$ cat src/alm_pkg.sv
`timescale 1ns / 1ps
// ----------------------------------------------------------------------------
// alm_pkg: shared types and constants
// operation codes, status codes and default sizes of the list manager
// ----------------------------------------------------------------------------
package alm_pkg;

  localparam int DefCapacity  = 32;
  localparam int DefDataWidth = 32;
  localparam int IdxWidth     = 6;

  typedef enum logic [2:0] {
    OP_ADD_FRONT  = 3'd0,
    OP_ADD_REAR   = 3'd1,
    OP_REM_FRONT  = 3'd2,
    OP_REM_REAR   = 3'd3,
    OP_REM_CUR    = 3'd4,
    OP_CLEAR      = 3'd5,
    OP_READ_CUR   = 3'd6,
    OP_DUMP       = 3'd7
  } op_t;

  typedef enum logic [1:0] {
    ST_OK    = 2'd0,
    ST_EMPTY = 2'd1,
    ST_FULL  = 2'd2
  } status_t;

endpackage

$ cat src/alm_if.sv
`timescale 1ns / 1ps
// ----------------------------------------------------------------------------
// alm_in_if / alm_out_if: valid/ready channels
// operation words in, result words out
// ----------------------------------------------------------------------------
interface alm_in_if #(parameter int DATA_WIDTH = 32);
  logic                  valid;
  logic                  ready;
  logic [2:0]            operation;
  logic [DATA_WIDTH-1:0] item_data;
  modport source (output valid, operation, item_data, input ready);
  modport sink (input valid, operation, item_data, output ready);
endinterface

interface alm_out_if #(parameter int DATA_WIDTH = 32);
  logic                  valid;
  logic                  ready;
  logic [1:0]            status;
  logic [DATA_WIDTH-1:0] out_data;
  logic                  last;
  modport source (output valid, status, out_data, last, input ready);
  modport sink (input valid, status, out_data, last, output ready);
endinterface

$ cat src/alm_store.sv
`timescale 1ns / 1ps
// ----------------------------------------------------------------------------
// alm_store: node store
// payload and link memories, one write and one registered read each
// ----------------------------------------------------------------------------
module alm_store import alm_pkg::*; #(
  parameter int CAPACITY   = DefCapacity,
  parameter int DATA_WIDTH = DefDataWidth
) (
  input  logic                  clk,
  input  logic                  pay_we,
  input  logic [IdxWidth-1:0]   pay_waddr,
  input  logic [DATA_WIDTH-1:0] pay_wdata,
  input  logic [IdxWidth-1:0]   pay_raddr,
  output logic [DATA_WIDTH-1:0] pay_rdata,
  input  logic                  nxt_we,
  input  logic [IdxWidth-1:0]   nxt_waddr,
  input  logic [IdxWidth-1:0]   nxt_wdata,
  input  logic [IdxWidth-1:0]   nxt_raddr,
  output logic [IdxWidth-1:0]   nxt_rdata,
  input  logic                  fre_we,
  input  logic [IdxWidth-1:0]   fre_waddr,
  input  logic [IdxWidth-1:0]   fre_wdata,
  input  logic [IdxWidth-1:0]   fre_raddr,
  output logic [IdxWidth-1:0]   fre_rdata
);
  localparam int Depth = 1 << IdxWidth;

  logic [DATA_WIDTH-1:0] pay_mem [Depth];
  logic [IdxWidth-1:0]   nxt_mem [Depth];
  logic [IdxWidth-1:0]   fre_mem [Depth];

  always_ff @(posedge clk) begin
    if (pay_we) pay_mem[pay_waddr] <= pay_wdata;
    pay_rdata <= pay_mem[pay_raddr];
  end

  // link memory reads the new value when written at the same address
  always_ff @(posedge clk) begin
    if (nxt_we) nxt_mem[nxt_waddr] <= nxt_wdata;
    if (nxt_we && nxt_waddr == nxt_raddr) nxt_rdata <= nxt_wdata;
    else nxt_rdata <= nxt_mem[nxt_raddr];
  end

  always_ff @(posedge clk) begin
    if (fre_we) fre_mem[fre_waddr] <= fre_wdata;
    fre_rdata <= fre_mem[fre_raddr];
  end
endmodule

$ cat src/array_linked_list_manager.sv
`timescale 1ns / 1ps
// ----------------------------------------------------------------------------
// array_linked_list_manager: linked list in a node store with a free list
// sequencer walking the links one memory read per step
// ----------------------------------------------------------------------------
// usage
//   in  (alm_in_if sink): one word = operation + item_data
//   out (alm_out_if source): result words status/out_data/last
//   one operation at a time; in.ready is high only when idle and the output
//   register is empty. every operation gives one result word with last set,
//   except a dump of a non-empty list, one word per node, last on the tail.
//   rear add, rear removal, current removal and clear walk the chain in
//   three steps per link (issue, registered link memory read, evaluate);
//   dump walks the chain the same way and emits one word per node, holding
//   its emit step while the output register is full and out.ready is low.
//   the next word is taken only after the last result word has been taken.
//   a stall on out holds the result register and the walk waits on it.
//   reset (rst, synchronous) empties the list, the free list and the
//   high-water counter; node memories need no clearing.
// ----------------------------------------------------------------------------
module array_linked_list_manager import alm_pkg::*; #(
  parameter int CAPACITY   = DefCapacity,
  parameter int DATA_WIDTH = DefDataWidth
) (
  input  logic clk,
  input  logic rst,
  alm_in_if.sink    in,
  alm_out_if.source out
);
  localparam int IW = IdxWidth;
  localparam logic [IW-1:0] Cap = IW'(CAPACITY);
  localparam logic [IW-1:0] Zero = '0;

  typedef enum logic [6:0] {
    S_IDLE  = 7'b0000001,
    S_RD    = 7'b0000010, // issue read of link at addr
    S_WAIT  = 7'b0000100, // read data arrives
    S_STEP  = 7'b0001000, // evaluate one walk step
    S_DONE  = 7'b0010000, // push final result word
    S_FREE  = 7'b0100000, // free list pop read result
    S_DUMP  = 7'b1000000  // emit a dump word
  } state_t;

  state_t state;
  op_t    op;
  logic [DATA_WIDTH-1:0] data_r;
  logic [IW-1:0] head, cur, fhead, hwater;
  logic [IW-1:0] p, pre;          // walk pointers
  logic [IW:0]   steps;
  logic [1:0]    st_r;

  // memory ports
  logic pay_we, nxt_we, fre_we;
  logic [IW-1:0] pay_waddr, nxt_waddr, nxt_wdata, fre_waddr, fre_wdata;
  logic [IW-1:0] pay_raddr, nxt_raddr, fre_raddr;
  logic [DATA_WIDTH-1:0] pay_rdata;
  logic [IW-1:0] nxt_rdata, fre_rdata;

  // output register
  logic ov;
  logic [1:0] ost;
  logic [DATA_WIDTH-1:0] odata;
  logic olast;

  assign out.valid    = ov;
  assign out.status   = ost;
  assign out.out_data = odata;
  assign out.last     = olast;
  assign in.ready     = (state == S_IDLE) && !ov;

  logic oslot;  // output slot free this cycle
  assign oslot = !ov || out.ready;

  alm_store #(.CAPACITY(CAPACITY), .DATA_WIDTH(DATA_WIDTH)) u_store (
    .clk, .pay_we, .pay_waddr, .pay_wdata(data_r), .pay_raddr, .pay_rdata,
    .nxt_we, .nxt_waddr, .nxt_wdata, .nxt_raddr, .nxt_rdata,
    .fre_we, .fre_waddr, .fre_wdata, .fre_raddr, .fre_rdata
  );

  // read addresses follow the walk pointer; free link follows free head
  assign nxt_raddr = p;
  assign pay_raddr = p;
  assign fre_raddr = fhead;

  logic full;
  assign full = (fhead == Zero) && (hwater >= Cap);

  // write controls, driven by the sequencer below
  logic [IW-1:0] new_slot;
  assign new_slot = (fhead != Zero) ? fhead : hwater + IW'(1);

  always_ff @(posedge clk) begin
    pay_we <= 1'b0;
    nxt_we <= 1'b0;
    fre_we <= 1'b0;
    if (rst) begin
      state <= S_IDLE;
      head <= '0; cur <= '0; fhead <= '0; hwater <= '0;
      ov <= 1'b0;
    end else begin
      if (out.ready) ov <= 1'b0;
      unique case (state)
        S_IDLE: begin
          if (in.valid && in.ready) begin
            op <= op_t'(in.operation);
            data_r <= in.item_data;
            st_r <= ST_OK;
            steps <= '0;
            unique case (op_t'(in.operation))
              OP_ADD_FRONT, OP_ADD_REAR: begin
                if (full) begin
                  st_r <= ST_FULL; state <= S_DONE;
                end else if (in.operation == OP_ADD_REAR && head != Zero) begin
                  p <= head; state <= S_RD;
                end else begin
                  op <= OP_ADD_FRONT; state <= S_FREE;
                end
              end
              OP_REM_FRONT, OP_REM_REAR, OP_CLEAR, OP_DUMP: begin
                if (head == Zero) begin
                  st_r <= (in.operation == OP_CLEAR) ? ST_OK : ST_EMPTY;
                  state <= S_DONE;
                end else begin
                  p <= head; pre <= Zero; state <= S_RD;
                end
              end
              OP_REM_CUR: begin
                if (head == Zero || cur == Zero) begin
                  st_r <= ST_EMPTY; state <= S_DONE;
                end else begin
                  p <= head; pre <= Zero; state <= S_RD;
                end
              end
              OP_READ_CUR: begin
                if (cur == Zero) begin
                  st_r <= ST_EMPTY; state <= S_DONE;
                end else begin
                  p <= cur; state <= S_RD;
                end
              end
              default: state <= S_DONE;
            endcase
          end
        end
        S_RD: state <= S_WAIT;
        S_WAIT: state <= (op == OP_DUMP) ? S_DUMP : S_STEP;
        S_FREE: begin
          // new_slot taken; fre_rdata holds the link of the free head
          pay_we <= 1'b1; pay_waddr <= new_slot;
          nxt_we <= 1'b1; nxt_waddr <= new_slot;
          if (fhead != Zero) fhead <= fre_rdata;
          else hwater <= new_slot;
          cur <= new_slot;
          if (op == OP_ADD_FRONT) begin
            nxt_wdata <= head; head <= new_slot; state <= S_DONE;
          end else begin
            nxt_wdata <= Zero; p <= new_slot; state <= S_STEP;
          end
        end
        S_STEP: begin
          unique case (op)
            OP_ADD_REAR: begin
              if (p == cur && steps == '1) begin
                // old tail in pre now links to the new node
                nxt_we <= 1'b1; nxt_waddr <= pre; nxt_wdata <= p;
                state <= S_DONE;
              end else if (nxt_rdata == Zero || steps == (IW+1)'(CAPACITY)) begin
                // p is the tail: link new node after it
                pre <= p; steps <= '1; state <= S_FREE;
              end else begin
                p <= nxt_rdata; steps <= steps + 1'b1; state <= S_RD;
              end
            end
            OP_REM_FRONT: begin
              fre_we <= 1'b1; fre_waddr <= p; fre_wdata <= fhead;
              fhead <= p; head <= nxt_rdata; cur <= nxt_rdata;
              state <= S_DONE;
            end
            OP_CLEAR: begin
              fre_we <= 1'b1; fre_waddr <= p; fre_wdata <= fhead;
              fhead <= p;
              if (nxt_rdata == Zero || steps == (IW+1)'(CAPACITY - 1)) begin
                head <= Zero; cur <= Zero; state <= S_DONE;
              end else begin
                p <= nxt_rdata; steps <= steps + 1'b1; state <= S_RD;
              end
            end
            OP_REM_REAR: begin
              if (pre == Zero && nxt_rdata == Zero) begin
                op <= OP_REM_FRONT; state <= S_STEP;
              end else if (pre != Zero && (nxt_rdata == Zero ||
                           steps == (IW+1)'(CAPACITY))) begin
                nxt_we <= 1'b1; nxt_waddr <= pre; nxt_wdata <= Zero;
                fre_we <= 1'b1; fre_waddr <= p; fre_wdata <= fhead;
                fhead <= p; cur <= pre; state <= S_DONE;
              end else begin
                if (pre != Zero) steps <= steps + 1'b1;
                pre <= p; p <= nxt_rdata; state <= S_RD;
              end
            end
            OP_REM_CUR: begin
              if (p == cur && pre == Zero) begin
                op <= OP_REM_FRONT; state <= S_STEP;
              end else if (p == cur) begin
                // p is current, pre its predecessor
                nxt_we <= 1'b1; nxt_waddr <= pre; nxt_wdata <= nxt_rdata;
                fre_we <= 1'b1; fre_waddr <= p; fre_wdata <= fhead;
                fhead <= p; cur <= pre; state <= S_DONE;
              end else if (p == Zero || (pre != Zero &&
                           steps == (IW+1)'(CAPACITY))) begin
                st_r <= ST_EMPTY; state <= S_DONE;
              end else begin
                if (pre != Zero) steps <= steps + 1'b1;
                pre <= p; p <= nxt_rdata; state <= S_RD;
              end
            end
            OP_READ_CUR: begin
              if (oslot) begin
                ov <= 1'b1; ost <= ST_OK; odata <= pay_rdata; olast <= 1'b1;
                state <= S_IDLE;
              end
            end
            default: state <= S_DONE;
          endcase
        end
        S_DUMP: begin
          if (oslot) begin
            ov <= 1'b1; ost <= ST_OK; odata <= pay_rdata;
            steps <= steps + 1'b1;
            if (nxt_rdata == Zero || steps == (IW+1)'(CAPACITY - 1)) begin
              olast <= 1'b1; state <= S_IDLE;
            end else begin
              olast <= 1'b0; p <= nxt_rdata; state <= S_RD;
            end
          end
        end
        S_DONE: begin
          if (oslot) begin
            ov <= 1'b1; ost <= st_r; odata <= '0; olast <= 1'b1;
            state <= S_IDLE;
          end
        end
        default: state <= S_IDLE;
      endcase
    end
  end
endmodule

$ cat src/flat_wrapper.sv
// flat-port wrapper written by rule: the top's interface ports become plain ports
module array_linked_list_manager_flat import alm_pkg::*;
#(
  parameter int CAPACITY   = DefCapacity,
  parameter int DATA_WIDTH = DefDataWidth
)
  (clk, rst, in_valid, in_operation, in_item_data, in_ready, out_valid, out_status, out_out_data, out_last, out_ready);
  alm_in_if #(.DATA_WIDTH(DATA_WIDTH)) in_i ();
  alm_out_if #(.DATA_WIDTH(DATA_WIDTH)) out_i ();
  input  logic clk;
  input  logic rst;
  input wire logic [$bits(in_i.valid)-1:0] in_valid;
  input wire logic [$bits(in_i.operation)-1:0] in_operation;
  input wire logic [$bits(in_i.item_data)-1:0] in_item_data;
  output wire logic [$bits(in_i.ready)-1:0] in_ready;
  output wire logic [$bits(out_i.valid)-1:0] out_valid;
  output wire logic [$bits(out_i.status)-1:0] out_status;
  output wire logic [$bits(out_i.out_data)-1:0] out_out_data;
  output wire logic [$bits(out_i.last)-1:0] out_last;
  input wire logic [$bits(out_i.ready)-1:0] out_ready;
  assign in_i.valid = in_valid;
  assign in_i.operation = in_operation;
  assign in_i.item_data = in_item_data;
  assign in_ready = in_i.ready;
  assign out_valid = out_i.valid;
  assign out_status = out_i.status;
  assign out_out_data = out_i.out_data;
  assign out_last = out_i.last;
  assign out_i.ready = out_ready;
  array_linked_list_manager #(.CAPACITY(CAPACITY), .DATA_WIDTH(DATA_WIDTH)) u_core (.clk(clk), .rst(rst), .in(in_i), .out(out_i));
endmodule
$ cat config.mk
export PLATFORM = sky130hd
export DESIGN_NAME = array_linked_list_manager_flat
export DESIGN_NICKNAME = d
export VERILOG_FILES = /design/src/alm_pkg.sv /design/src/alm_if.sv /design/src/alm_store.sv /design/src/array_linked_list_manager.sv /design/src/flat_wrapper.sv
export SDC_FILE = /design/constraint.sdc
export NUM_CORES = 2
export LEC_CHECK = 0
export BUFFER_PORTS_ARGS = -buffer_cell sky130_fd_sc_hd__buf_4
export CORE_MARGIN = 4
export CORE_UTILIZATION = 50
export CTS_BUF_LIST = sky130_fd_sc_hd__clkbuf_4 sky130_fd_sc_hd__clkbuf_8 sky130_fd_sc_hd__clkbuf_16
export DETAILED_ROUTE_END_ITERATION = 8
export PLACE_DENSITY_LB_ADDON = 0.2
export SYNTH_ARGS = -nofsm -noshare
export SYNTH_HDL_FRONTEND = slang
export SYNTH_SLANG_ARGS = --single-unit
$ cat constraint.sdc
create_clock -name clk -period 5.34 [get_ports clk]
set_input_delay 0.534 -clock clk [delete_from_list [all_inputs] [get_ports clk]]
set_output_delay 0.534 -clock clk [all_outputs]
set_load 0.005 [all_outputs]
==> impl_metrics.tcl <==
set metrics [dict create \
    post_drt_wl_per_cell_um 31.2 \
    end_kind "register" \
    critPathMaxFanout 46 \
    yosys_warnings 0 \
    globalplace.congestion 0.881 \
    hold_viol_final 0 \
    ant_nets 0 \
    critPathKind "reg2reg" \
    grt_usage_pct 23.5 \
    p_leak_nw 41.9 \
    drv_cap 0 \
    place_hpwl_mm 158 \
    setup_viol 0 \
    grt_pass1_wl_mm 413 \
    cp_slowest_cell "dfxtp_4" \
    die_w_um 491 \
    via_per_inst 6.33 \
    gr-total-overflow 0 \
    fin_skew_ps 71.8 \
    worstMarginPinSlew_ps 1390 \
    cts_hold_buf 37 \
    p_per_area_nw_per_um2 424 \
    synth_ff_type "edfxtp_1" \
    drive_gt1_share_pct 27.1 \
    cts_resized 0 \
    max_clock_freq_mhz 226 \
    grt_pass1_vias 58100 \
    yosys-top-cells-area "edfxtp_1, mux4_2, mux2i_1, dfxtp_1, nor2_1" \
    required_ps 5960 \
    synthCells 5505 \
    die_h_um 491 \
    synth-edff-count 2937 \
    vias 57600 \
    yosysUniqueCellTypes 73 \
    row_count 176 \
    fin_crit_ps 4430 \
    syn_to_final_growth_pct 13.9 \
    htreeDepth 5 \
    routed_wl_mm 284 \
    drt_pass1_iterations 8 \
    fp.dieArea_um2 241000 \
    setup_tns_ps 0 \
    arrival_ps 5060 \
    tritoncts "done" \
    initial_core_util_pct 50.5 \
    antenna_found_initial 12 \
    yosys.area.top_type "edfxtp_1" \
    placement.io_buffers 75 \
    drt_iter0_drc 6795 \
    report.power.total_w 0.0563 \
    cts_buffers 324 \
    nFillCells 16700 \
    synth.top_cell.area_share_pct 75.7 \
    coreArea_um2 231000 \
    seq_area_frac_synth_pct 77.1 \
    post_cts_buffers 0 \
    grt_max_degree 97 \
    crit_chain "buf_12 -> mux4_2 -> mux2i_1 -> a221oi_1 -> a32o_2 -> nor3_4 -> nand3_4 -> nand2_1 -> a21oi_1 -> o31ai_2 -> buf_4" \
    outcome "finished clean" \
    clock_path_buffers 4 \
    relSlewSlack_pct 5.82 \
    crit_path_max_incr_delay_ps 880 \
    cts_sinks 3016 \
    nets 5884 \
    cts-root-buf "clkbuf_16" \
    clkSlewWorstSetupHoldPaths_ps 70 \
    rsz0062_at_grt "no" \
    peakVddDrop_mv 0.297 \
    ios 76 \
    slew_viol_final 0 \
    synth_nets 5548 \
    ys_seq_elements 3016 \
    startpoint_type "register" \
    hp-class "in2reg" \
    syn_avg_cell_area_um2 21.2 \
    clk_latency_ps 950 \
    drcViolationCount 0 \
    async_flop_share_pct 0 \
    fin_crit_sh_pct 83.0 \
    synth_area_um2 116000 \
]
registers in the layout, indices dropped and copies added (netlist names), 2 cells and up, named ones only:
register,count
u_core.pre,6
u_core.nxt_wdata,6
u_core.nxt_waddr,6
u_core.u_store.pay_rdata,32
u_core.st_r,2
u_core.op,3
u_core.state,7
u_core.hwater,6
u_core.u_store.fre_rdata,6
u_core.u_store.pay_mem,2048
u_core.pay_waddr,6
u_core.head,6
u_core.cur,6
u_core.fhead,6
u_core.u_store.nxt_mem,384
u_core.data_r,32
u_core.fre_waddr,6
u_core.fre_wdata,6
u_core.u_store.fre_mem,384
u_core.steps,7
u_core.out.out_data,32
u_core.out.status,2
u_core.nxt_raddr,6
metal layers:
metal	up-vias	share of wire (%)	track usage (%)
met4	0	2.9	6.91
met5	-	0	0
met2	2744	48	37.0
met3	491	8.1	3.93
li1	23700	-	-
met1	30700	41	34.3
cell type report:
cell class | count | area [um^2] | area share [%]
repair buffers | 324 | 2800 | 2.11
flip-flops and latches | 3016 | 89800 | 67.7
clock buffers | 401 | 8860 | 6.68
multi-input cells | 2161 | 25800 | 19.5
inverters | 14 | 52.6 | 0.0396
well taps | 3026 | 3790 | 2.85
clock inverters | 167 | 1530 | 1.15
diodes | 2 | 5.00 | 0.00377
cell usage after synthesis, types with 60 or more instances:
library cell	number
edfxtp_1	2937
mux4_2	683
nor2_1	281
mux2i_1	274
clkbuf_1	181
nand2_1	156
a21oi_1	147
dfxtp_1	79
o22ai_1	78
buf_1	77
mux2_2	70
a221o_1	60
per-stage QoR:
stage	hold slack (ps)	setup slack [ps]	util, %	cell area [um^2]	std cells
2_1_floorplan	360	1280	-	116000	5505
3_3_place_gp	520	992	52.8	122000	8504
3_5_place_dp	524	900	52.8	122000	8504
4_1_cts	128	847	57.5	133000	9109
5_1_grt	243	663	57.5	133000	9111
6_report	200	906	57.5	133000	9111
path summary, 6_finish.rpt:
kind / from / endpoint / slack [ps] / depth (start not counted)
worst min-delay path: out_ready / u_core.state[6] / 200 / 6
worst max-delay path: register / u_core.nxt_waddr[3] / 910 / 11
worst min register to register: u_core.cur[1] / u_core.cur[1] / 530 / 2
worst max register to register: register / u_core.nxt_waddr[3] / 910 / 11
critical path: cells and delay by family, from the launching register on:
kind | cells | cell delay (ps)
AOI/OAI and AO/OA | 4 | 1010
buffers and inverters | 2 | 560
muxes | 2 | 860
DFF | 1 | 880
and+or+nand+nor | 3 | 750
where the power goes:
part / leakage (nW) / internal (W) / switching [W]
Combinational: 9.66 / 0.00257 / 0.00423
Sequential: 27.1 / 0.0272 / 0.000357
Clock: 5.19 / 0.0130 / 0.00889
Total: 41.9 / 0.0428 / 0.0135
cells in the final DEF (no fill, tap or decap), types with 26 or more instances in the layout:
| cell | n |
|---|---|
| bufinv_16 | 26 |
| nor2_4 | 57 |
| nand3_1 | 35 |
| nor2_1 | 224 |
| buf_4 | 265 |
| mux2i_1 | 274 |
| clkbuf_16 | 332 |
| a221o_1 | 60 |
| o22ai_1 | 78 |
| clkbuf_4 | 63 |
| dfxtp_1 | 73 |
| mux4_2 | 683 |
| mux2_2 | 70 |
| clkinv_2 | 59 |
| nand2_1 | 155 |
| a21oi_1 | 146 |
| dlygate4sd3_1 | 37 |
| o21ai_0 | 45 |
| clkinv_1 | 62 |
| edfxtp_1 | 2937 |
| a221oi_1 | 26 |
logic make-up (layout without fill, tap and decap cells):
logic type | count (synthesis) | count (layout) | share of synthesized area, %
adders and majority gates | 4 | 4 | 0.0430
xor gates and xnor gates | 16 | 16 | 0.120
muxes | 1028 | 1028 | 16.3
other | 0 | 2 | 0
DFF | 3016 | 3016 | 77.1
AOI/OAI and AO/OA | 487 | 487 | 2.89
buffers and inverters | 328 | 906 | 1.16
and+or+nand+nor | 626 | 626 | 2.42
Power figures use the tool's default switching activity.
